## config.mk

```make
export PLATFORM = sky130hd
export DESIGN_NAME = madi_back
export DESIGN_NICKNAME = d
export VERILOG_FILES = /design/src/hw/rtl/assert_macros.svh /design/src/hw/rtl/madi_pkg.sv /design/src/hw/rtl/madi_back.sv
export SDC_FILE = /design/constraint.sdc
export NUM_CORES = 2
export LEC_CHECK = 0
export ABC_AREA = 1
export ABC_CLOCK_PERIOD_IN_PS = 40000
export BUFFER_PORTS_ARGS = -buffer_cell sky130_fd_sc_hd__buf_2
export CORE_ASPECT_RATIO = 1.2
export CORE_UTILIZATION = 35
export DETAILED_ROUTE_END_ITERATION = 6
export PLACE_DENSITY_LB_ADDON = 0.08
export SKIP_LAST_GASP = 1
export SLEW_MARGIN = 20
export SYNTH_ARGS = -nofsm -noshare
export SYNTH_HDL_FRONTEND = slang
export SYNTH_SLANG_ARGS = --single-unit
```

## constraint.sdc

```tcl
create_clock -name clk -period 40 [get_ports clk]
set_input_delay 12 -clock clk [delete_from_list [all_inputs] [get_ports clk]]
set_output_delay 12 -clock clk [all_outputs]
set_load 0.01 [all_outputs]
```

## src/hw/rtl/assert_macros.svh

```systemverilog
// assertion macros for the deinterlacer rtl
// no dependencies; checks vanish when SYNTHESIS is defined
`ifndef ASSERT_MACROS_SVH
`define ASSERT_MACROS_SVH
`ifndef SYNTHESIS
`define MADI_ASSERT(lbl, clk, rst_n, prop) \
    lbl: assert property (@(posedge clk) disable iff (!rst_n) prop) \
        else $error("assertion failed");
`define MADI_NEVER(lbl, clk, rst_n, expr) \
    lbl: assert property (@(posedge clk) disable iff (!rst_n) !(expr)) \
        else $error("forbidden condition seen");
`else
`define MADI_ASSERT(lbl, clk, rst_n, prop)
`define MADI_NEVER(lbl, clk, rst_n, expr)
`endif
`endif

```

## src/hw/rtl/madi_pkg.sv

```systemverilog
// shared types, register indexes and helpers for the deinterlacer
// no dependencies
package madi_pkg;

    typedef struct packed {
        logic [15:0] cdiff;   // |weave - vertical average|
        logic [15:0] tdiff;   // |weave - other time|
        logic [15:0] lower;
        logic [15:0] upper;
        logic [15:0] other;
        logic [15:0] weave;
    } col_t;

    typedef enum logic [1:0] {
        CFG_MOTION = 2'd0,
        CFG_COMB   = 2'd1,
        CFG_FLOOR  = 2'd2,
        CFG_NONE   = 2'd3
    } cfg_idx_t;

    localparam logic [15:0] MOTION_RESET = 16'd1024;
    localparam logic [15:0] COMB_RESET   = 16'd1536;
    localparam logic [15:0] FLOOR_RESET  = 16'd256;

    function automatic logic [15:0] absdiff16(input logic [15:0] a, input logic [15:0] b);
        logic [15:0] r;
        r = (a > b) ? (a - b) : (b - a);
        return r;
    endfunction

    function automatic logic [15:0] avg2(input logic [15:0] a, input logic [15:0] b);
        logic [16:0] s;
        s = {1'b0, a} + {1'b0, b} + 17'd1;
        return s[16:1];
    endfunction

endpackage

```

## src/hw/rtl/madi_back.sv

```systemverilog
// back: flush sequencing, detector, edge-directed average, clamp, output register
// depends on madi_pkg
module madi_back import madi_pkg::*; #(
    parameter int MASK_REACH = 3
) (
    input  logic clk,
    input  logic rst_n,
    input  logic q_valid,
    output logic q_pop,
    input  logic [2 + (2 * MASK_REACH + 3) * (1 + $bits(col_t)) - 1:0] q_data,
    input  logic [15:0] motion_thr,
    input  logic [15:0] comb_thr,
    input  logic [15:0] floor_thr,
    output logic out_valid,
    input  logic out_ready,
    output logic [15:0] out_pixel,
    output logic out_interp,
    output logic out_last
);
    localparam int WIN = 2 * MASK_REACH + 3;
    localparam int S = MASK_REACH + 1;
    localparam int CW = $bits(col_t);

    // current job, shifted toward older slots during a flush so slot S is always emitted
    col_t           cur_win_reg [WIN];
    logic [WIN-1:0] cur_valid_reg;
    logic           cur_held_reg;
    logic           cur_last_reg;
    logic           busy_reg;

    logic a_valid_reg, a_hit_reg, a_edge_reg, a_last_reg;
    logic [17:0] a_s0_reg, a_s1_reg, a_s2_reg;
    logic [15:0] a_um_reg, a_uc_reg, a_up_reg, a_lm_reg, a_lc_reg, a_lp_reg;
    logic [15:0] a_w_reg, a_o_reg, a_td_reg;

    logic        o_valid_reg, o_interp_reg, o_last_reg;
    logic [15:0] o_pixel_reg;

    logic o_ready, a_ready, step, issue, step_done, more_left;
    logic hit, edge_ok;
    logic [WIN-1:0] det;
    logic [17:0] sc [3];

    assign o_ready = !o_valid_reg || out_ready;
    assign a_ready = !a_valid_reg || o_ready;
    assign step = busy_reg && a_ready;
    assign issue = step && cur_valid_reg[S];
    assign more_left = |cur_valid_reg[S-1:0];
    assign step_done = step && (!cur_last_reg || !more_left);
    assign q_pop = q_valid && (!busy_reg || step_done);

    always_comb
    begin
        logic [17:0] ts, cs, tl, cl;
        logic [1:0]  cnt;
        det = '0;
        for (int t = 1; t < WIN - 1; t++)
        begin
            ts = {2'b0, cur_win_reg[t].tdiff};
            cs = {2'b0, cur_win_reg[t].cdiff};
            if (cur_valid_reg[t-1])
            begin
                ts = ts + {2'b0, cur_win_reg[t-1].tdiff};
                cs = cs + {2'b0, cur_win_reg[t-1].cdiff};
            end
            if (cur_valid_reg[t+1])
            begin
                ts = ts + {2'b0, cur_win_reg[t+1].tdiff};
                cs = cs + {2'b0, cur_win_reg[t+1].cdiff};
            end
            cnt = 2'd1 + {1'b0, cur_valid_reg[t-1]} + {1'b0, cur_valid_reg[t+1]};
            tl = {1'b0, motion_thr, 1'b0};
            cl = {1'b0, comb_thr, 1'b0};
            if (cnt == 2'd3)
            begin
                tl = tl + {2'b0, motion_thr};
                cl = cl + {2'b0, comb_thr};
            end
            else if (cnt == 2'd1)
            begin
                tl = {2'b0, motion_thr};
                cl = {2'b0, comb_thr};
            end
            det[t] = cur_valid_reg[t] && (ts > tl) && (cs > cl);
        end
        hit = 1'b0;
        for (int t = S - MASK_REACH; t <= S + MASK_REACH; t++)
        begin
            hit = hit | det[t];
        end
        edge_ok = cur_valid_reg[S-2] && cur_valid_reg[S+2];
        for (int d = -1; d <= 1; d++)
        begin
            sc[d+1] = '0;
            for (int off = -1; off <= 1; off++)
            begin
                sc[d+1] = sc[d+1] + {2'b0, absdiff16(cur_win_reg[S-off+d].upper,
                                                     cur_win_reg[S-off-d].lower)};
            end
        end
    end

    always_ff @(posedge clk)
    begin
        if (q_pop)
        begin
            for (int i = 0; i < WIN; i++)
            begin
                cur_win_reg[i] <= q_data[i*CW +: CW];
            end
            cur_held_reg <= q_data[WIN*CW + WIN];
            cur_last_reg <= q_data[WIN*CW + WIN + 1];
        end
        else if (step)
        begin
            for (int i = 1; i < WIN; i++)
            begin
                cur_win_reg[i] <= cur_win_reg[i-1];
            end
        end
        if (issue)
        begin
            a_hit_reg  <= cur_held_reg && hit;
            a_edge_reg <= edge_ok;
            a_last_reg <= cur_last_reg && !more_left;
            a_s0_reg   <= sc[0];
            a_s1_reg   <= sc[1];
            a_s2_reg   <= sc[2];
            a_um_reg   <= cur_win_reg[S-1].upper;
            a_uc_reg   <= cur_win_reg[S].upper;
            a_up_reg   <= cur_win_reg[S+1].upper;
            a_lm_reg   <= cur_win_reg[S-1].lower;
            a_lc_reg   <= cur_win_reg[S].lower;
            a_lp_reg   <= cur_win_reg[S+1].lower;
            a_w_reg    <= cur_win_reg[S].weave;
            a_o_reg    <= cur_win_reg[S].other;
            a_td_reg   <= cur_win_reg[S].tdiff;
        end
    end

    always_ff @(posedge clk or negedge rst_n)
    begin
        if (!rst_n)
        begin
            busy_reg      <= 1'b0;
            cur_valid_reg <= '0;
            a_valid_reg   <= 1'b0;
        end
        else
        begin
            if (q_pop)
            begin
                busy_reg      <= 1'b1;
                cur_valid_reg <= q_data[WIN*CW +: WIN];
            end
            else if (step_done)
            begin
                busy_reg <= 1'b0;
            end
            else if (step)
            begin
                cur_valid_reg <= {cur_valid_reg[WIN-2:0], 1'b0};
            end
            if (a_ready)
            begin
                a_valid_reg <= issue;
            end
        end
    end

    // second stage: pick direction, clamp round the temporal mean
    logic [15:0] sp, ctr, half, lim;
    logic [17:0] best, lo, hi, v;
    logic [1:0]  dsel;
    logic [15:0] pix;

    always_comb
    begin
        best = a_s0_reg;
        dsel = 2'd0;
        if (a_s1_reg < best)
        begin
            best = a_s1_reg;
            dsel = 2'd1;
        end
        if (a_s2_reg < best)
        begin
            dsel = 2'd2;
        end
        if (!a_edge_reg)
        begin
            sp = avg2(a_uc_reg, a_lc_reg);
        end
        else
        begin
            unique case (dsel)
                2'd0:    sp = avg2(a_um_reg, a_lp_reg);
                2'd1:    sp = avg2(a_uc_reg, a_lc_reg);
                default: sp = avg2(a_up_reg, a_lm_reg);
            endcase
        end
        ctr  = avg2(a_w_reg, a_o_reg);
        half = {1'b0, a_td_reg[15:1]};
        lim  = (half < floor_thr) ? floor_thr : half;
        lo   = {2'b0, ctr} - {2'b0, lim};
        hi   = {2'b0, ctr} + {2'b0, lim};
        v    = {2'b0, sp};
        if ($signed(v) < $signed(lo))
        begin
            v = lo;
        end
        if ($signed(v) > $signed(hi))
        begin
            v = hi;
        end
        if (v[17])
        begin
            pix = 16'd0;
        end
        else if (v[16])
        begin
            pix = 16'hffff;
        end
        else
        begin
            pix = v[15:0];
        end
    end

    always_ff @(posedge clk)
    begin
        if (o_ready && a_valid_reg)
        begin
            o_pixel_reg  <= a_hit_reg ? pix : a_w_reg;
            o_interp_reg <= a_hit_reg;
            o_last_reg   <= a_last_reg;
        end
    end

    always_ff @(posedge clk or negedge rst_n)
    begin
        if (!rst_n)
        begin
            o_valid_reg <= 1'b0;
        end
        else if (o_ready)
        begin
            o_valid_reg <= a_valid_reg;
        end
    end

    assign out_valid  = o_valid_reg;
    assign out_pixel  = o_pixel_reg;
    assign out_interp = o_interp_reg;
    assign out_last   = o_last_reg;

endmodule
```

Word level (Yosys, flattened, before mapping)

Memories as Yosys holds them, arrays and structs flattened.
Index checks and enable logic that the tools add are counted.

Flip-flop bits (word level): 233
Memory bits (writable): 864
Bits of input ports: 927
Output and inout port bits: 20
Word-level logic and storage cells: 291
Memories: 1

Add/sub/neg operators: 78
$lt $le $gt $ge: 28
Equality and inequality tests: 16
Mux-type cells: 94
Bitwise logic cells: 14
Reduce and logical (&&, ||, !) cells: 36

Memories:

| memory      | depth | width | rd ports | clocked after memory_dff | write ports | RTL line        | RTL |
|---|---|---|---|---|---|---|---|
| cur_win_reg | 9     | 96    | 9        | 0                        | 9           | madi_back.sv:25 | `col_t cur_win_reg [WIN];` |

Operators with widths:

| kind                  | count |
|---|---|
| $mux 96               | 8 |
| $mux 18               | 31 |
| $mux 17               | 28 |
| $add 16x16->17        | 22 |
| $sub 16x16->16        | 18 |
| $gt 18x18->1          | 15 |
| $add 18x16->18        | 14 |
| $mux 16               | 14 |
| $gt 16x16->1          | 9 |
| $add 17x16->18        | 5 |
| $add 17x1->17 const B | 4 |
| $lt 18x18->1          | 2 |
| $pmux 16 s2           | 1 |
| $mux 9                | 3 |
| $logic_and 1x1->1     | 22 |
| $lt 17x17->1          | 1 |
| $sub 16x16->17        | 1 |
| $eq 2x1->1 const B    | 8 |
| $lt 15x16->1          | 1 |
| $add 1x1->2 const A   | 7 |
| $add 2x1->2           | 7 |
| $eq 2x2->1 const B    | 7 |
| $or 1x1->1            | 14 |
| $mux 1                | 8 |
| other kinds (8)       | 16 |

Longest topological paths before layout

Depth in word-level cells: 15
Gate-level depth with buffers: 57
Gate-level depth less buffers: 53

Worst setup path after synthesis

Ideal clock, no wire load.

Path type: input -> register
From: input out_ready
To: register cur_valid_reg[4]
Library setup time: 0.231 ns
Arrival time: 28.520 ns
Data required time: 39.769 ns
Setup slack: 11.248 ns
Cell stages on the path: 11
Path buffers: 0
Cells stage by stage: inv_1 nand3_1 nand2_1 o21ai_2 nand2_2 nand2_1 o21ai_1 inv_1 o21ai_0 a21oi_1 a21oi_1

Longest elaborated chain between the ends: 8
Elaborated cells on any way between the ends: 10
Classes of those cells: eq/ne: 1; mux: 1; reduce/logical: 8

Ends and longest elaborated chain:

| item                                                                    | RTL line         | RTL |
|---|---|---|
| from (decl)                                                             | madi_back.sv:15  | `input logic out_ready,` |
| $logic_or 1x1->1 (*)                                                    | madi_back.sv:44  | `assign o_ready = !o_valid_reg \|\| out_ready;` |
| $logic_or 1x1->1 (*)                                                    | madi_back.sv:45  | `assign a_ready = !a_valid_reg \|\| o_ready;` |
| $logic_and 1x1->1 (*)                                                   | madi_back.sv:46  | `assign step = busy_reg && a_ready;` |
| $logic_and 1x1->1                                                       | madi_back.sv:49  | `assign step_done = step && (!cur_last_reg \|\| !more_left);` |
| $logic_or 1x1->1                                                        | madi_back.sv:50  | `assign q_pop = q_valid && (!busy_reg \|\| step_done);` |
| $logic_and 1x1->1                                                       | madi_back.sv:50  |  |
| $ne 2x2->1 (no source line) / $reduce_bool 2->1 (equally long branches) | --               |  |
| $reduce_and 2->1 (no source line)                                       | --               |  |
| to (signal assigned)                                                    | madi_back.sv:154 | `cur_valid_reg <= q_data[WIN*CW +: WIN];` |
| to (signal assigned)                                                    | madi_back.sv:162 | `cur_valid_reg <= {cur_valid_reg[WIN-2:0], 1'b0};` |
| to (decl)                                                               | madi_back.sv:26  | `logic [WIN-1:0] cur_valid_reg;` |

Every way passes the cells marked *; elsewhere a longest branch is shown, timed or not.
A chain may end at the register's enable or synchronous reset.

Final worst setup path

From: input out_ready
To: output q_pop

Longest elaborated chain between the ends: 6

Ends and longest elaborated chain:

| item              | RTL line        | RTL |
|---|---|---|
| $logic_or 1x1->1  | madi_back.sv:44 |  |
| $logic_or 1x1->1  | madi_back.sv:45 |  |
| $logic_and 1x1->1 | madi_back.sv:46 |  |
| $logic_and 1x1->1 | madi_back.sv:49 |  |
| $logic_or 1x1->1  | madi_back.sv:50 |  |
| $logic_and 1x1->1 | madi_back.sv:50 |  |
| to (decl)         | madi_back.sv:9  | `output logic q_pop,` |

Every way passes these cells.

==> impl_metrics.yaml <==
routing:
  wl_um: 433100
  vias_per_cell: 5.296
  drc: 0
  drtPass1Iterations: 7
  vias: 89090
  avgRoutedWirePerCell_um: 25.75
  drt_iter0_drc: 7007
  drtAntennaViolNets: 0
sta:
  fmax_ghz: 0.03876
  period_share: 0.6450
  max-slew-margin-rel: 0.1949
  drv_slew: 0
  skew_ps: 49.80
  finalSetupViolations: 0
  worst_pin_slew_ps: 1208
  period_minus_slack_ps: 25800
  hold_viol_final: 0
  rsz0062_at_grt: "no"
  fin_tns_setup_ps: 0
global_routing:
  grt_pass1_vias: 85290
  grt_max_degree: 138
  grt_pass1_wl_um: 606000
  antenna_found_initial: 89
  overflow: 0
  grt_use_total: 0.3130
clocking:
  cts_tree: "done"
  cts-root-buf: "clkbuf_16"
  clock_sink_count: 904
  clock_path_buffers: 3
  clk_latency_ps: 790
  cts_htree_levels: 3
  cts_hold_buf: 0
  numCtsBuffers: 113
  cts_repair_resize_count: 0
  cts.clk_slew.worst_paths_ps: 60
  cts_setup_buffers: 0
worst_setup_path:
  cp_common_cell: "buf_2"
  r2r_start: "a_s0_reg[17]"
  worstPathCellList: "buf_2, inv_1, nand3_1, nand2_1, o21ai_2, nand2_2, inv_2, buf_2"
  cp_top_family: "buffers and inverters"
  crit_buf_inv: 4
  worstPathMaxFanout: 16
  crit_required_ps: 28000
  crit_type: "in -> out"
  cp_slowest_cell: "nand2_1"
  r2r_slack_ps: 28700
  reg2reg_to: "out_pixel[15]"
  critPathLaunchType: "input pin"
  cp.arrival_ps: 13800
  endpoint_kind: "primary output"
  r2r_cells: 47
  cp_slowest_stage_delay_ps: 320
place:
  place_inst: 16570
  gp_congestion: 1.000
  hpwl_um: 355300
  io_buffers: 754
synth:
  synth_top_family_by_area: "simple AND/OR/NAND/NOR gates"
  synth_xor_area_frac: 0.05061
  synth.avg_cell_area_sq_um: 7.434
  synth_top_area_frac: 0.2877
  post_synth_mux_area_share: 0.005563
  synthCells: 12530
  syn-num-nets: 14800
  synth-edff-count: 892
  synth_largest_area_cell: "edfxtp_1"
  synth_fa_ha_area_frac: 0.1899
  synth_compound_area_frac: 0.1744
  yosysWarnings: 0
  synth_cell_types: 70
  synth_area_leaders: "edfxtp_1 29%, ha_1 17%, nand2_1 15%"
  synthTopCellsByCount: "3619 x nand2_1, 1367 x inv_1, 1357 x o21ai_0"
  ys_ff_latch: 904
  yosys.area_share.simple: 0.2132
  yosysMostFrequentCell: "nand2_1"
  synthFlopType: "edfxtp_1"
  async_reset_ff_frac: 0.01327
  syn-cell-area_sq_um: 93110
  ys_seq_area_frac: 0.2909
cells_and_area:
  drive_gt1_frac: 0.09144
  syn_to_final_growth_pct: 12.64
  final_cells: 16820
  largest_reg_flops: 672
  nets: 15410
worst_hold_path:
  min-delay-start: "cur_win_reg[0][397]"
  holdCritPathClass: "reg -> reg"
  hold-path-endpoint: "a_w_reg[13]"
  min_path_cells: 0
outcome:
  run_status: "finished, final reports clean"
die:
  die-height_um: 567.0
  rows: 207
  initial_core_util: 0.3518
  design.core.area_sq_um: 264700
  die_area_sq_um: 268100
  ios: 947
  die_w_um: 472.8
job:
  maxCapViolCount: 0
## layer usage
metal / GRT usage / wire length, um
met1: 0.3658 / 170400
met2: 0.5451 / 211200
met3: 0.04083 / 22270
met4: 0.1823 / 28930
met5: 0 / 280
## stage by stage
| stage | area (sq um) | hold slack (ps) | utilization | setup WS [ps] |
|---|---|---|---|---|
| 3_5_place_dp | 100800 | 405.4 | 0.3808 | 14210 |
| 4_1_cts | 104800 | 419.3 | 0.3959 | 14190 |
| 5_1_grt | 104800 | 423.1 | 0.3960 | 14130 |
| 6_report | 104900 | 419.6 | 0.3962 | 14200 |
| 3_3_place_gp | 100800 | 401.9 | 0.3806 | 14240 |
| 2_1_floorplan | 93110 | 400.3 | - | 11250 |
## how the worst max path moves through the flow
stage / from / to / slack (ps) / cells past startpoint
2_1_floorplan: out_ready / cur_valid_reg[4] / 11250 / 11
3_3_place_gp: out_ready / q_pop / 14240 / 8
3_5_place_dp: out_ready / q_pop / 14210 / 8
4_1_cts: out_ready / q_pop / 14190 / 8
5_1_grt: out_ready / q_pop / 14130 / 8
6_report: out_ready / q_pop / 14200 / 8
## worst reg2reg max path, delay by kind of cell (launching register included)
family	cells	cell delay (ps)
fa+ha+maj	5	1890
buf+inv	6	1680
compound gates	12	2690
simple gates	24	4340
flops	1	490
## cell type report
type                       count  area [sq um]
antenna                       34         85.08
clock buffer                 129          2919
clock inverter                85          1087
fill                       27750        159800
inverter                    1383          5206
multi-input combinational   9821         59060
sequential                   904         27090
tap                         3553          4446
timing repair buffer         911          4992
## kinds of logic (layout without fill, tap and decap cells)
| group | after synthesis | in the layout |
|---|---|---|
| simple gates | 4940 | 4940 |
| mux | 51 | 51 |
| flops | 904 | 904 |
| fa+ha+maj | 1350 | 1350 |
| xor+xnor | 538 | 538 |
| other cells | 0 | 34 |
| buf+inv | 1801 | 2508 |
| compound gates | 2942 | 2942 |
## cells in the final DEF (no fill, tap or decap), types with 54 or more instances in the layout
cell,n
a21oi_1,975
nor2_1,551
nand4_1,82
a31oi_1,55
nor3_1,111
nand2_1,3618
buf_4,153
inv_1,1363
ha_1,1245
o21bai_1,78
nand3_1,431
or2_2,54
edfxtp_1,892
o21ai_0,1357
xor2_1,349
fa_1,105
o211ai_1,75
buf_2,754
clkbuf_16,114
xnor2_1,188
Power is left out: the tool's default activity adds up to more than one toggle a clock period on the data nets, which glitch-free logic cannot reach.
