<file path="config.mk">
export PLATFORM = sky130hd
export DESIGN_NAME = madi_queue
export DESIGN_NICKNAME = d
export VERILOG_FILES = /design/src/hw/rtl/madi_queue.sv
export VERILOG_INCLUDE_DIRS = /design/src /design/src/hw/rtl
export SDC_FILE = /design/constraint.sdc
export NUM_CORES = 1
export LEC_CHECK = 0
export ABC_AREA = 1
export BUFFER_PORTS_ARGS = -buffer_cell sky130_fd_sc_hd__buf_2
export CORE_MARGIN = 1
export CORE_UTILIZATION = 53
export DETAILED_ROUTE_END_ITERATION = 16
export HOLD_SLACK_MARGIN = 0.15
export PLACE_DENSITY = 0.8
export SYNTH_ARGS = -nofsm -noshare
export SYNTH_HDL_FRONTEND = slang
export SYNTH_SLANG_ARGS = --single-unit
</file>
<file path="constraint.sdc">
create_clock -name clk -period 2.2 [get_ports clk]
set_input_delay 0.33 -clock clk [delete_from_list [all_inputs] [get_ports clk]]
set_output_delay 0.33 -clock clk [all_outputs]
set_load 0.005 [all_outputs]
</file>
<file path="src/hw/rtl/assert_macros.svh">
// assertion macros for the deinterlacer rtl
// no dependencies; checks vanish when SYNTHESIS is defined
`ifndef ASSERT_MACROS_SVH
`define ASSERT_MACROS_SVH
`ifndef SYNTHESIS
`define MADI_ASSERT(lbl, clk, rst_n, prop) \
    lbl: assert property (@(posedge clk) disable iff (!rst_n) prop) \
        else $error("assertion failed");
`define MADI_NEVER(lbl, clk, rst_n, expr) \
    lbl: assert property (@(posedge clk) disable iff (!rst_n) !(expr)) \
        else $error("forbidden condition seen");
`else
`define MADI_ASSERT(lbl, clk, rst_n, prop)
`define MADI_NEVER(lbl, clk, rst_n, expr)
`endif
`endif

</file>
<file path="src/hw/rtl/madi_queue.sv">
// two-entry job queue between front and back
// depends on assert_macros.svh
`include "assert_macros.svh"
module madi_queue #(
    parameter int DW = 8
) (
    input  logic clk,
    input  logic rst_n,
    input  logic push,
    input  logic [DW-1:0] push_data,
    output logic full,
    input  logic pop,
    output logic head_valid,
    output logic [DW-1:0] head_data
);
    logic [DW-1:0] mem_reg [2];
    logic       wr_reg;
    logic       rd_reg;
    logic [1:0] count_reg;

    assign full = (count_reg == 2'd2);
    assign head_valid = (count_reg != 2'd0);
    assign head_data = mem_reg[rd_reg];

    always_ff @(posedge clk)
    begin
        if (push)
        begin
            mem_reg[wr_reg] <= push_data;
        end
    end

    always_ff @(posedge clk or negedge rst_n)
    begin
        if (!rst_n)
        begin
            wr_reg    <= 1'b0;
            rd_reg    <= 1'b0;
            count_reg <= 2'd0;
        end
        else
        begin
            if (push)
            begin
                wr_reg <= !wr_reg;
            end
            if (pop)
            begin
                rd_reg <= !rd_reg;
            end
            count_reg <= count_reg + {1'b0, push} - {1'b0, pop};
        end
    end

    `MADI_NEVER(a_count_range, clk, rst_n, count_reg == 2'd3)
    `MADI_NEVER(a_pop_empty, clk, rst_n, pop && !head_valid)
    `MADI_NEVER(a_push_full, clk, rst_n, push && full)
    `MADI_ASSERT(a_count_up, clk, rst_n, (push && !pop) |=> (count_reg == $past(count_reg) + 2'd1))

endmodule

</file>
Yosys cells after proc, flatten, opt, wreduce, memory -nomap -nowiden
Memory sizes are Yosys's and may differ from the RTL's.
Cells that the tools add are included.
{"block": "totals", "ff_bits": 4, "ramBits": 16, "inputBits": 12, "out_inout_bits": 10, "n_memories": 1}
{"name": "mem_reg", "words": 2, "width": 8, "rd": 1, "rd_clocked_by_memory_dff": 0, "write_ports": 1, "line_no": "madi_queue.sv:16", "source": "logic [DW-1:0] mem_reg [2];"}
{"block": "classes", "n_addsub": 2, "eq_ne": 1, "mux": 2, "n_reduce_logical": 3}
{"cell": "$add 2x1->2", "count": 1}
{"cell": "$eq 2x2->1 const B", "count": 1}
{"cell": "$logic_not 1->1", "count": 2}
{"cell": "$mux 1", "count": 2}
{"cell": "$reduce_bool 2->1", "count": 1}
{"cell": "$sub 2x1->2", "count": 1}

Longest topological paths before layout
Gate-level depths: netlist (run 1).
{"block": "logic_depth", "ltp_word": 2, "ltp_mapped": 7, "mapped_depth_nobuf": 7}

Least setup slack after synthesis (run 1)
Ideal clock, no wire load.
{"block": "synth_path", "path_type": "flip-flop to flip-flop", "from": "reg wr_reg", "to": "mem mem_reg[0][0], enable pin", "t_arrival_ns": 0.774, "required_time_ns": 1.830, "path_slack_ns": 1.056, "path_stages_with_launch": 2, "n_path_buf": 0, "path_cell_list": "dfrtp_1 > nor2_1"}
{"item": "from (decl)", "line_no": "madi_queue.sv:17", "source": "logic wr_reg;"}
{"item": "from (signal assigned)", "line_no": "madi_queue.sv:45", "source": "wr_reg <= !wr_reg;"}
{"item": "to (decl)", "line_no": "madi_queue.sv:16"}
No word-level cell before the write port.

Final worst setup path (run 1)
{"block": "layout_path", "from": "reg rd_reg", "to": "out head_data[1]"}
{"block": "layout_via", "elab_chain_cells": 1}
{"item": "from (decl)", "line_no": "madi_queue.sv:18", "source": "logic rd_reg;"}
{"item": "from (signal assigned)", "line_no": "madi_queue.sv:49", "source": "rd_reg <= !rd_reg;"}
{"item": "$mem_v2 2x8"}
{"item": "to (decl)", "line_no": "madi_queue.sv:14", "source": "output logic [DW-1:0] head_data"}
No other way between the ends.

==> results.tsv, run 1 <==
metric	value	unit
routed vias/inst	4.755	
most frequent cells after synthesis	edfxtp_1, inv_1, nand2_1	
Pint	0.8425	mW
sequential share of power	49.3	%
number of synthesized flops with an enable pin	16	
RSZ-0062 raised after global routing	no	
gr usage total	16.39	%
Die X	41.59	µm
Setup Crit Path Kind	flop to output port	
upper clock frequency limit	609.8	MHz
WL/cell	10.90	µm
Final Hold Vio Count	0	
Final Instance Count excl. Fillers	106	
Net Sw Frac	29.64	%
Yosys Warn Count	0	
post-CTS resize count	0	
largest net degree at the start of global routing	18	
DRT Pass-1 Iters	4	
outcome	complete, no violations	
post-place setup slack	0.8288	ns
Sum Neg Setup Slack	0	ns
max-slew violations	0	
die outline height	41.59	µm
vias in the first global route	521	
top-count cell post-synth	edfxtp_1	
post-synthesis register bit count	20	
data required time of the worst path	1.87	ns
Initial Util	60.09	%
CP cell instances	nand2_1, o21ai_0, buf_2	
R2R cell count	1	
post-route cell area	985.9	µm²
root buffer cell	clkbuf_4	
prevailing post-synth register cell	edfxtp_1	
antenna-violating nets left	0	
DP Wirelength	866	µm
crit path launch type	flop	
GP Congestion	0.7260	
Num CTS Buffers	3	
global-route wire length before repair	2.090	mm
clock skew	0.005722	ns
VDD IR max	0.9015	mV
Netlist Area Pre-Place	830.8	µm²
routed via count	504	
layout cell share with drive strength beyond 1	30.77	%
post-route setup slack	0.5600	ns
initial antenna violation count	0	
Tcrit/Tclk final	74.54	%
deepest clock path buffer count	2	
Mean Syn Cell Area	12.40	µm²
grt total ovfl	0	
total wire length	1.155	mm
syn_nets	81	
CTS clk-pin slew, worst paths	0.11	ns
Min-Delay Path Depth	1	
PwrDens	1214	nW/µm²
combinational share of power	26.2	%
worst hold slack	0.2060	ns
# IOs	22	
synthesized instance count	67	
Sw Pwr	0.3549	mW
Crit Path Max Fanout	17	
Site Rows	13	
Leakage	0.4728	nW
Inserted Diodes	0	
PortBufs	21	
CP bufs+invs	1	
max FFs per register	16	
CP max-delay cell	dfrtp_1	
number of H-tree levels	1	
clock network fraction of design power	24.6	%
CP top delay family	flip-flops	
top cell type's share of synthesized area	57.83	%
Worst-Skew Late Latency	0.30	ns
area delta synth->final	18.67	%
top cells by area, synth	edfxtp_1, dfrtp_1, inv_1, nand2_1, o21ai_2	
die area	1730	µm²
post-synth top area cell	edfxtp_1	
drt initial violations	5	
critical path endpoint category	output port	
Max Cap Viol	0	
Placed Cells	101	
number of nets in the layout	106	
DRC	0	
sequential area share after synthesis	69.88	%
Rel. slew slack	55.74	%
core box area	1383	µm²
logic depth of the worst path, buffers included	3	
Worst EP arrival	1.31	ns
Async SR Flop Fraction	20.00	%
final setup fails	0	
HP Class	primary input to flop	
CTS tree	built	
Yosys cell types	12	
clk sink count	20	
Worst-Margin Slew	0.6614	ns
Period minus WS final	1.640	ns
placed instance area	923.4	µm²
Crit path largest cell delay	0.68	ns
-- cell families (layout without fill, tap and decap cells) --
logic type,Yosys count,count (layout),share of synthesized area (%)
compound gates,8,8,6.175
xor+xnor,2,2,2.109
fa+ha+maj,2,2,3.012
buf+inv,17,41,10.54
flops,20,20,69.88
simple gates,18,18,8.282
-- final cells by class --
| type | count | area (µm²) |
|---|---|---|
| Clock inverter | 1 | 30.03 |
| Multi-Input combinational cell | 30 | 162.7 |
| Clock buffer | 3 | 22.52 |
| Sequential cell | 20 | 580.6 |
| Fill cell | 97 | 396.6 |
| Timing Repair Buffer | 22 | 115.1 |
| Inverter | 15 | 56.30 |
| Tap cell | 15 | 18.77 |
-- layer usage --
metal | global-route usage [%] | routed length [µm]
met1 | 19.22 | 482
met2 | 26.88 | 592
met3 | 3.043 | 41
met4 | 11.61 | 38
met5 | 0 | 0
-- metrics by stage --
step,total power [mW],util [%]
finish,1.197,71.31
CTS,1.210,71.31
global route,1.280,71.31
global placement,0.8972,66.79
detailed placement,0.9158,66.79
floorplan,0.8334,-
-- cell usage in the layout (no fill, tap or decap) --
cell,n
buf_2,21
bufinv_16,1
clkbuf_4,3
dfrtp_1,4
dlygate4sd3_1,1
edfxtp_1,16
ha_1,2
inv_1,15
nand2_1,15
nand3_1,1
nor2_1,2
o21ai_0,5
o21ai_2,3
xor2_1,2
-- worst paths after layout --
path                         startpoint       endpoint  slack (ns)
setup / recovery                 rd_reg   head_data[1]        0.56
hold / removal             push_data[3]  mem_reg[0][3]        0.21
setup reg to reg                 wr_reg  mem_reg[0][4]        0.89
hold reg to reg                  wr_reg         wr_reg        0.51
max in group asynchronous         rst_n         rd_reg        1.72
min in group asynchronous         rst_n   count_reg[0]        0.36
-- timing repair --
action / CTS / global route
hold endpoints to repair: 4 / 0
hold buffers: 1 / 0
setup buffers: 0 / 0
-- power by group through the flow --
stage	sequential [mW]	combinational, mW	clock, mW
floorplan	0.549	0.285	0
detailed placement	0.598	0.318	0
global placement	0.594	0.303	0
global route	0.607	0.359	0.314
CTS	0.591	0.319	0.300
finish	0.590	0.314	0.294
Note: power is estimated with default switching activity, not from simulation.
==> run 2, diff against run 1 <==
--- a/config.mk
+++ b/config.mk
@@ -6,13 +6,13 @@
 export SDC_FILE = /design/constraint.sdc
 export NUM_CORES = 1
 export LEC_CHECK = 0
-export ABC_AREA = 1
+export ABC_AREA = 0
 export BUFFER_PORTS_ARGS = -buffer_cell sky130_fd_sc_hd__buf_2
 export CORE_MARGIN = 1
-export CORE_UTILIZATION = 53
+export CORE_UTILIZATION = 44
 export DETAILED_ROUTE_END_ITERATION = 16
 export HOLD_SLACK_MARGIN = 0.15
-export PLACE_DENSITY = 0.8
+export PLACE_DENSITY = 0.71
 export SYNTH_ARGS = -nofsm -noshare
 export SYNTH_HDL_FRONTEND = slang
 export SYNTH_SLANG_ARGS = --single-unit
==> constraint.sdc (replaced) <==
create_clock -name clk -period 1.3 [get_ports clk]
set_input_delay 0.195 -clock clk [delete_from_list [all_inputs] [get_ports clk]]
set_output_delay 0.195 -clock clk [all_outputs]
set_load 0.005 [all_outputs]
==> results.tsv, run 2 <==
metric	value	unit
outcome	finished, violations left	
failing checks	negative setup slack	
Worst-Margin Slew	0.3770	ns
Final Hold Vio Count	0	
WL/cell	11.34	µm
PortBufs	21	
number of nets in the layout	95	
top-count cell post-synth	edfxtp_1	
Placed Cells	87	
HP Class	primary input to asynchronous set/reset pin	
RSZ-0062 raised after global routing	yes	
Async SR Flop Fraction	20.00	%
sequential share of power	44.0	%
synthesized instance count	40	
final core occ	67.83	%
Max Cap Viol	0	
core box area	1727	µm²
# IOs	22	
data required time of the worst path	1.11	ns
Worst-Skew Late Latency	0.29	ns
commonest non-fill, non-tap cell in the layout	edfxtp_1	
Worst EP arrival	1.27	ns
top cells by area, synth	edfxtp_1, mux2_4, dfrtp_1, ha_1, xor3_1	
final setup fails	8	
Final Instance Count excl. Fillers	105	
Inserted Diodes	0	
RR Endpoint	count_reg[1]	
clock skew	0.006272	ns
upper clock frequency limit	683.2	MHz
clock network fraction of design power	12.8	%
area delta synth->final	44.44	%
prevailing post-synth register cell	edfxtp_1	
most frequent cells after synthesis	edfxtp_1, mux2_4, dfrtp_1	
Yosys cell types	11	
vias in the first global route	439	
DRT Pass-1 Iters	4	
R2R cell count	5	
die area	2018	µm²
Reg area	581.8	µm²
Reg2Reg Launch Point	count_reg[0]	
Yosys Warn Count	0	
Crit path largest cell delay	0.43	ns
Die X	44.93	µm
grt total ovfl	0	
syn_nets	54	
Site Rows	15	
CP cell instances	buf_6, mux2_4, buf_6	
root buffer cell	clkbuf_4	
sequential area share after synthesis	71.60	%
initial antenna violation count	0	
Initial Util	46.96	%
Mean Syn Cell Area	20.27	µm²
DRC	0	
flop2flop setup slack	0.11	ns
PwrDens	1846	nW/µm²
post-synth top area cell	edfxtp_1	
crit-path most repeated cell	buf_6	
Num CTS Buffers	3	
Rel. slew slack	74.87	%
CP top delay family	flip-flops	
number of H-tree levels	1	
gr usage total	14.25	%
global-route wire length before repair	1.918	mm
routed vias/inst	4.362	
max FFs per register	16	
CTS clk-pin slew, worst paths	0.09	ns
routed via count	458	
Net Sw Frac	25.21	%
layout cell share with drive strength beyond 1	48.75	%
Total Power	2.162	mW
Period minus WS final	1.464	ns
VDD IR max	1.177	mV
number of synthesized flops with an enable pin	16	
Sum Neg Setup Slack	-1.263	ns
antenna-violating nets left	0	
total wire length	1.191	mm
clk sink count	20	
GP Congestion	0.5879	
post-route setup slack	-0.1638	ns
post-synthesis register bit count	20	
critical path endpoint category	output port	
Pint	1.617	mW
crit path launch type	flop	
largest net degree at the start of global routing	12	
area of the multi-input gates	214.0	µm²
drt initial violations	4	
Leakage	0.5106	nW
CP bufs+invs	2	
max-slew violations	0	
Filler Cells Inserted	131	
CP max-delay cell	dfrtp_2	
CTS tree	built	
top cell type's share of synthesized area	59.26	%
combinational share of power	43.2	%
Crit Path Max Fanout	5	
deepest clock path buffer count	2	
Netlist Area Pre-Place	810.8	µm²
Setup Crit Path Kind	flop to output port	
Sw Pwr	0.5449	mW
Tcrit/Tclk final	112.6	%
commonest cells after routing, fill and taps aside	edfxtp_1, buf_2, dlygate4sd3_1	
die outline height	44.93	µm
run 2: kinds of logic (layout without fill, tap and decap cells):
kind of cell,Yosys count,in the layout,share of synthesized area (%)
fa+ha+maj,2,2,3.086
simple gates,4,4,3.087
xor+xnor,3,3,5.093
flops,20,20,71.61
mux,8,8,14.82
buf+inv,3,43,2.315
run 2: worst max-delay path by stage:
stage,slack [ns],endpoint,from,cells past startpoint
final,-0.16,head_data[2],rd_reg,3
after global routing,-0.20,head_data[1],rd_reg,3
after CTS,-0.17,head_data[2],rd_reg,3
after detailed placement,-0.03,head_data[2],rd_reg,2
after global placement,0.009,head_data[7],rd_reg,2
after floorplan,0.14,mem_reg[0][0],wr_reg,1
run 2: routing by layer:
layer	share of wire (%)	wire [µm]	global-route usage [%]
met3	3.4	41	2.400
met2	59	698	25.51
met5	0	0	0
met1	37	443	15.41
met4	0.50	6	9.091
run 2: power by group through the flow:
stage	clock, mW	sequential (mW)	combinational [mW]
after CTS	0.292	0.949	0.897
after global placement	0	1.01	0.596
after floorplan	0	0.936	0.492
after global routing	0.318	0.973	1.01
after detailed placement	0	1.02	0.607
final	0.276	0.952	0.934
run 2: area by class of cell:
class	count	share of cell area, %
repair buffers	37	26.50
inverters	2	0.6410
clock buffers	3	1.923
multi-input cells	17	18.27
clock inverters	1	0.3205
flip-flops and latches	20	49.68
well taps	25	2.671
run 2: repair_timing:
action / in CTS / in global routing
gates resized for setup: 10 / 3
endpoints found under the setup margin: 9 / 9
hold endpoints to repair: 22 / 0
setup buffers: 3 / 0
pin swaps: 0 / 1
hold buffers: 11 / 0
run 2: metrics by stage:
| step | setup slack (ns) | hold slack, ns | instance area, µm² |
|---|---|---|---|
| detailed placement | -0.02936 | 0.006398 | 950.9 |
| floorplan | 0.1383 | -0.1006 | 810.8 |
| CTS | -0.1693 | 0.2342 | 1152 |
| finish | -0.1638 | 0.2403 | 1171 |
| global route | -0.2049 | 0.2330 | 1171 |
| global placement | 0.008521 | 0.005759 | 950.9 |
==> run 3, diff against run 2 <==
--- a/config.mk
+++ b/config.mk
@@ -10,6 +10,7 @@
 export BUFFER_PORTS_ARGS = -buffer_cell sky130_fd_sc_hd__buf_2
 export CORE_MARGIN = 1
 export CORE_UTILIZATION = 44
+export CTS_BUF_LIST = sky130_fd_sc_hd__clkbuf_16
 export DETAILED_ROUTE_END_ITERATION = 16
 export HOLD_SLACK_MARGIN = 0.15
 export PLACE_DENSITY = 0.71
==> results.tsv, run 3 (same netlist as run 2, synthesis figures left out) <==
metric	value	unit
core box area	1727	µm²
vias in the first global route	430	
PwrDens	2063	nW/µm²
die outline height	44.93	µm
# IOs	22	
failing checks	negative setup slack	
die area	2018	µm²
HP Class	primary input to flop	
crit path launch type	flop	
outcome	finished, violations left	
deepest clock path buffer count	2	
initial antenna violation count	0	
Sum Neg Setup Slack	-0.7837	ns
upper clock frequency limit	713.3	MHz
Leakage	0.5216	nW
WL/cell	11.87	µm
Final Hold Vio Count	0	
max FFs per register	16	
Total Power	2.465	mW
clk sink count	20	
Worst-Margin Slew	0.3861	ns
post-route setup slack	-0.1020	ns
Setup Crit Path Kind	flop to output port	
Inserted Diodes	0	
DRT Pass-1 Iters	4	
final setup fails	8	
Num CTS Buffers	3	
Tcrit/Tclk final	107.8	%
Worst EP arrival	1.21	ns
total wire length	1.223	mm
Rel. slew slack	74.26	%
PortBufs	21	
gr usage total	13.93	%
Initial Util	46.96	%
Site Rows	15	
Filler Cells Inserted	121	
area delta synth->final	47.38	%
routed vias/inst	4.437	
layout cell share with drive strength beyond 1	50.00	%
data required time of the worst path	1.11	ns
root buffer cell	clkbuf_16	
CTS tree	built	
number of H-tree levels	1	
drt initial violations	3	
global-route wire length before repair	1.883	mm
critical path endpoint category	output port	
max-slew violations	0	
routed via count	457	
Period minus WS final	1.402	ns
DRC	0	
VDD IR max	1.398	mV
grt total ovfl	0	
clock skew	0.002612	ns
GP Congestion	0.5879	
antenna-violating nets left	0	
commonest cells after routing, fill and taps aside	edfxtp_1, buf_2, dlygate4sd3_1, buf_6, mux2_4	
largest net degree at the start of global routing	12	
Die X	44.93	µm
Worst-Skew Late Latency	0.25	ns
Max Cap Viol	0	
Crit Path Max Fanout	5	
RSZ-0062 raised after global routing	yes	
CTS clk-pin slew, worst paths	0.05	ns
commonest non-fill, non-tap cell in the layout	edfxtp_1	
number of nets in the layout	93	
-- run 3: cell types whose count changed in the layout (fill, tap and decap cells not counted), sizes merged --
cell and delta:
dlygate4sd3 -2
-- run 3: per-layer routing --
layer | routed length (µm) | part of all wire (%) | GRT usage, %
met5 | 0 | 0 | 0
met4 | 31 | 2.5 | 9.091
met3 | 39 | 3.2 | 3.600
met2 | 676 | 55 | 23.77
met1 | 476 | 39 | 15.20
-- run 3: timing repair --
action	4_1_cts	5_1_grt
hold endpoints to repair	20	0
setup endpoints to repair	8	8
resized for setup	9	2
hold buffers	9	0
buffers inserted	3	0
-- run 3: area by class of cell --
| type | count | area (µm²) | area share, % |
|---|---|---|---|
| Clock buffer | 3 | 75.07 | 6.283 |
| Multi-Input combinational cell | 17 | 211.5 | 17.70 |
| Sequential cell | 20 | 581.8 | 48.69 |
| Clock inverter | 1 | 3.754 | 0.3141 |
| Inverter | 2 | 7.507 | 0.6283 |
| Tap cell | 25 | 31.28 | 2.618 |
| Timing Repair Buffer | 35 | 284.0 | 23.77 |
-- run 3: critical path, cell delays in order (launching register included) --
cell	delay, ns
dfrtp_2	0.41
buf_6	0.14
mux2_4	0.30
buf_6	0.11
-- run 3: stage by stage --
| stage | instances | utilization, % | setup slack (ns) | instance area [µm²] | hold WS [ns] |
|---|---|---|---|---|---|
| floorplan | 40 | - | 0.1383 | 810.8 | -0.1006 |
| global placement | 87 | 55.07 | 0.008521 | 950.9 | 0.005759 |
| detailed placement | 87 | 55.07 | -0.02936 | 950.9 | 0.006398 |
| CTS | 103 | 68.48 | -0.1028 | 1182 | 0.1557 |
| global route | 103 | 69.20 | -0.1233 | 1195 | 0.1532 |
| finish | 103 | 69.20 | -0.1020 | 1195 | 0.1614 |
-- run 3: where the power goes --
part / internal [mW] / switching, mW / leakage (nW) / total, mW
registers: 0.878 / 0.0717 / 0.196 / 0.950
clock network: 0.409 / 0.200 / 0.0385 / 0.609
logic: 0.599 / 0.307 / 0.287 / 0.906
total: 1.89 / 0.580 / 0.522 / 2.47
-- run 3: final timing paths --
path / slack [ns] / from / cells past startpoint / endpoint
max in group asynchronous: 0.88 / rst_n / 2 / rd_reg
min in group asynchronous: 0.29 / rst_n / 2 / wr_reg
max: -0.10 / rd_reg / 3 / head_data[2]
min reg2reg: 0.48 / wr_reg / 1 / wr_reg
max reg2reg: 0.12 / count_reg[0] / 5 / count_reg[1]
min: 0.16 / pop / 2 / rd_reg
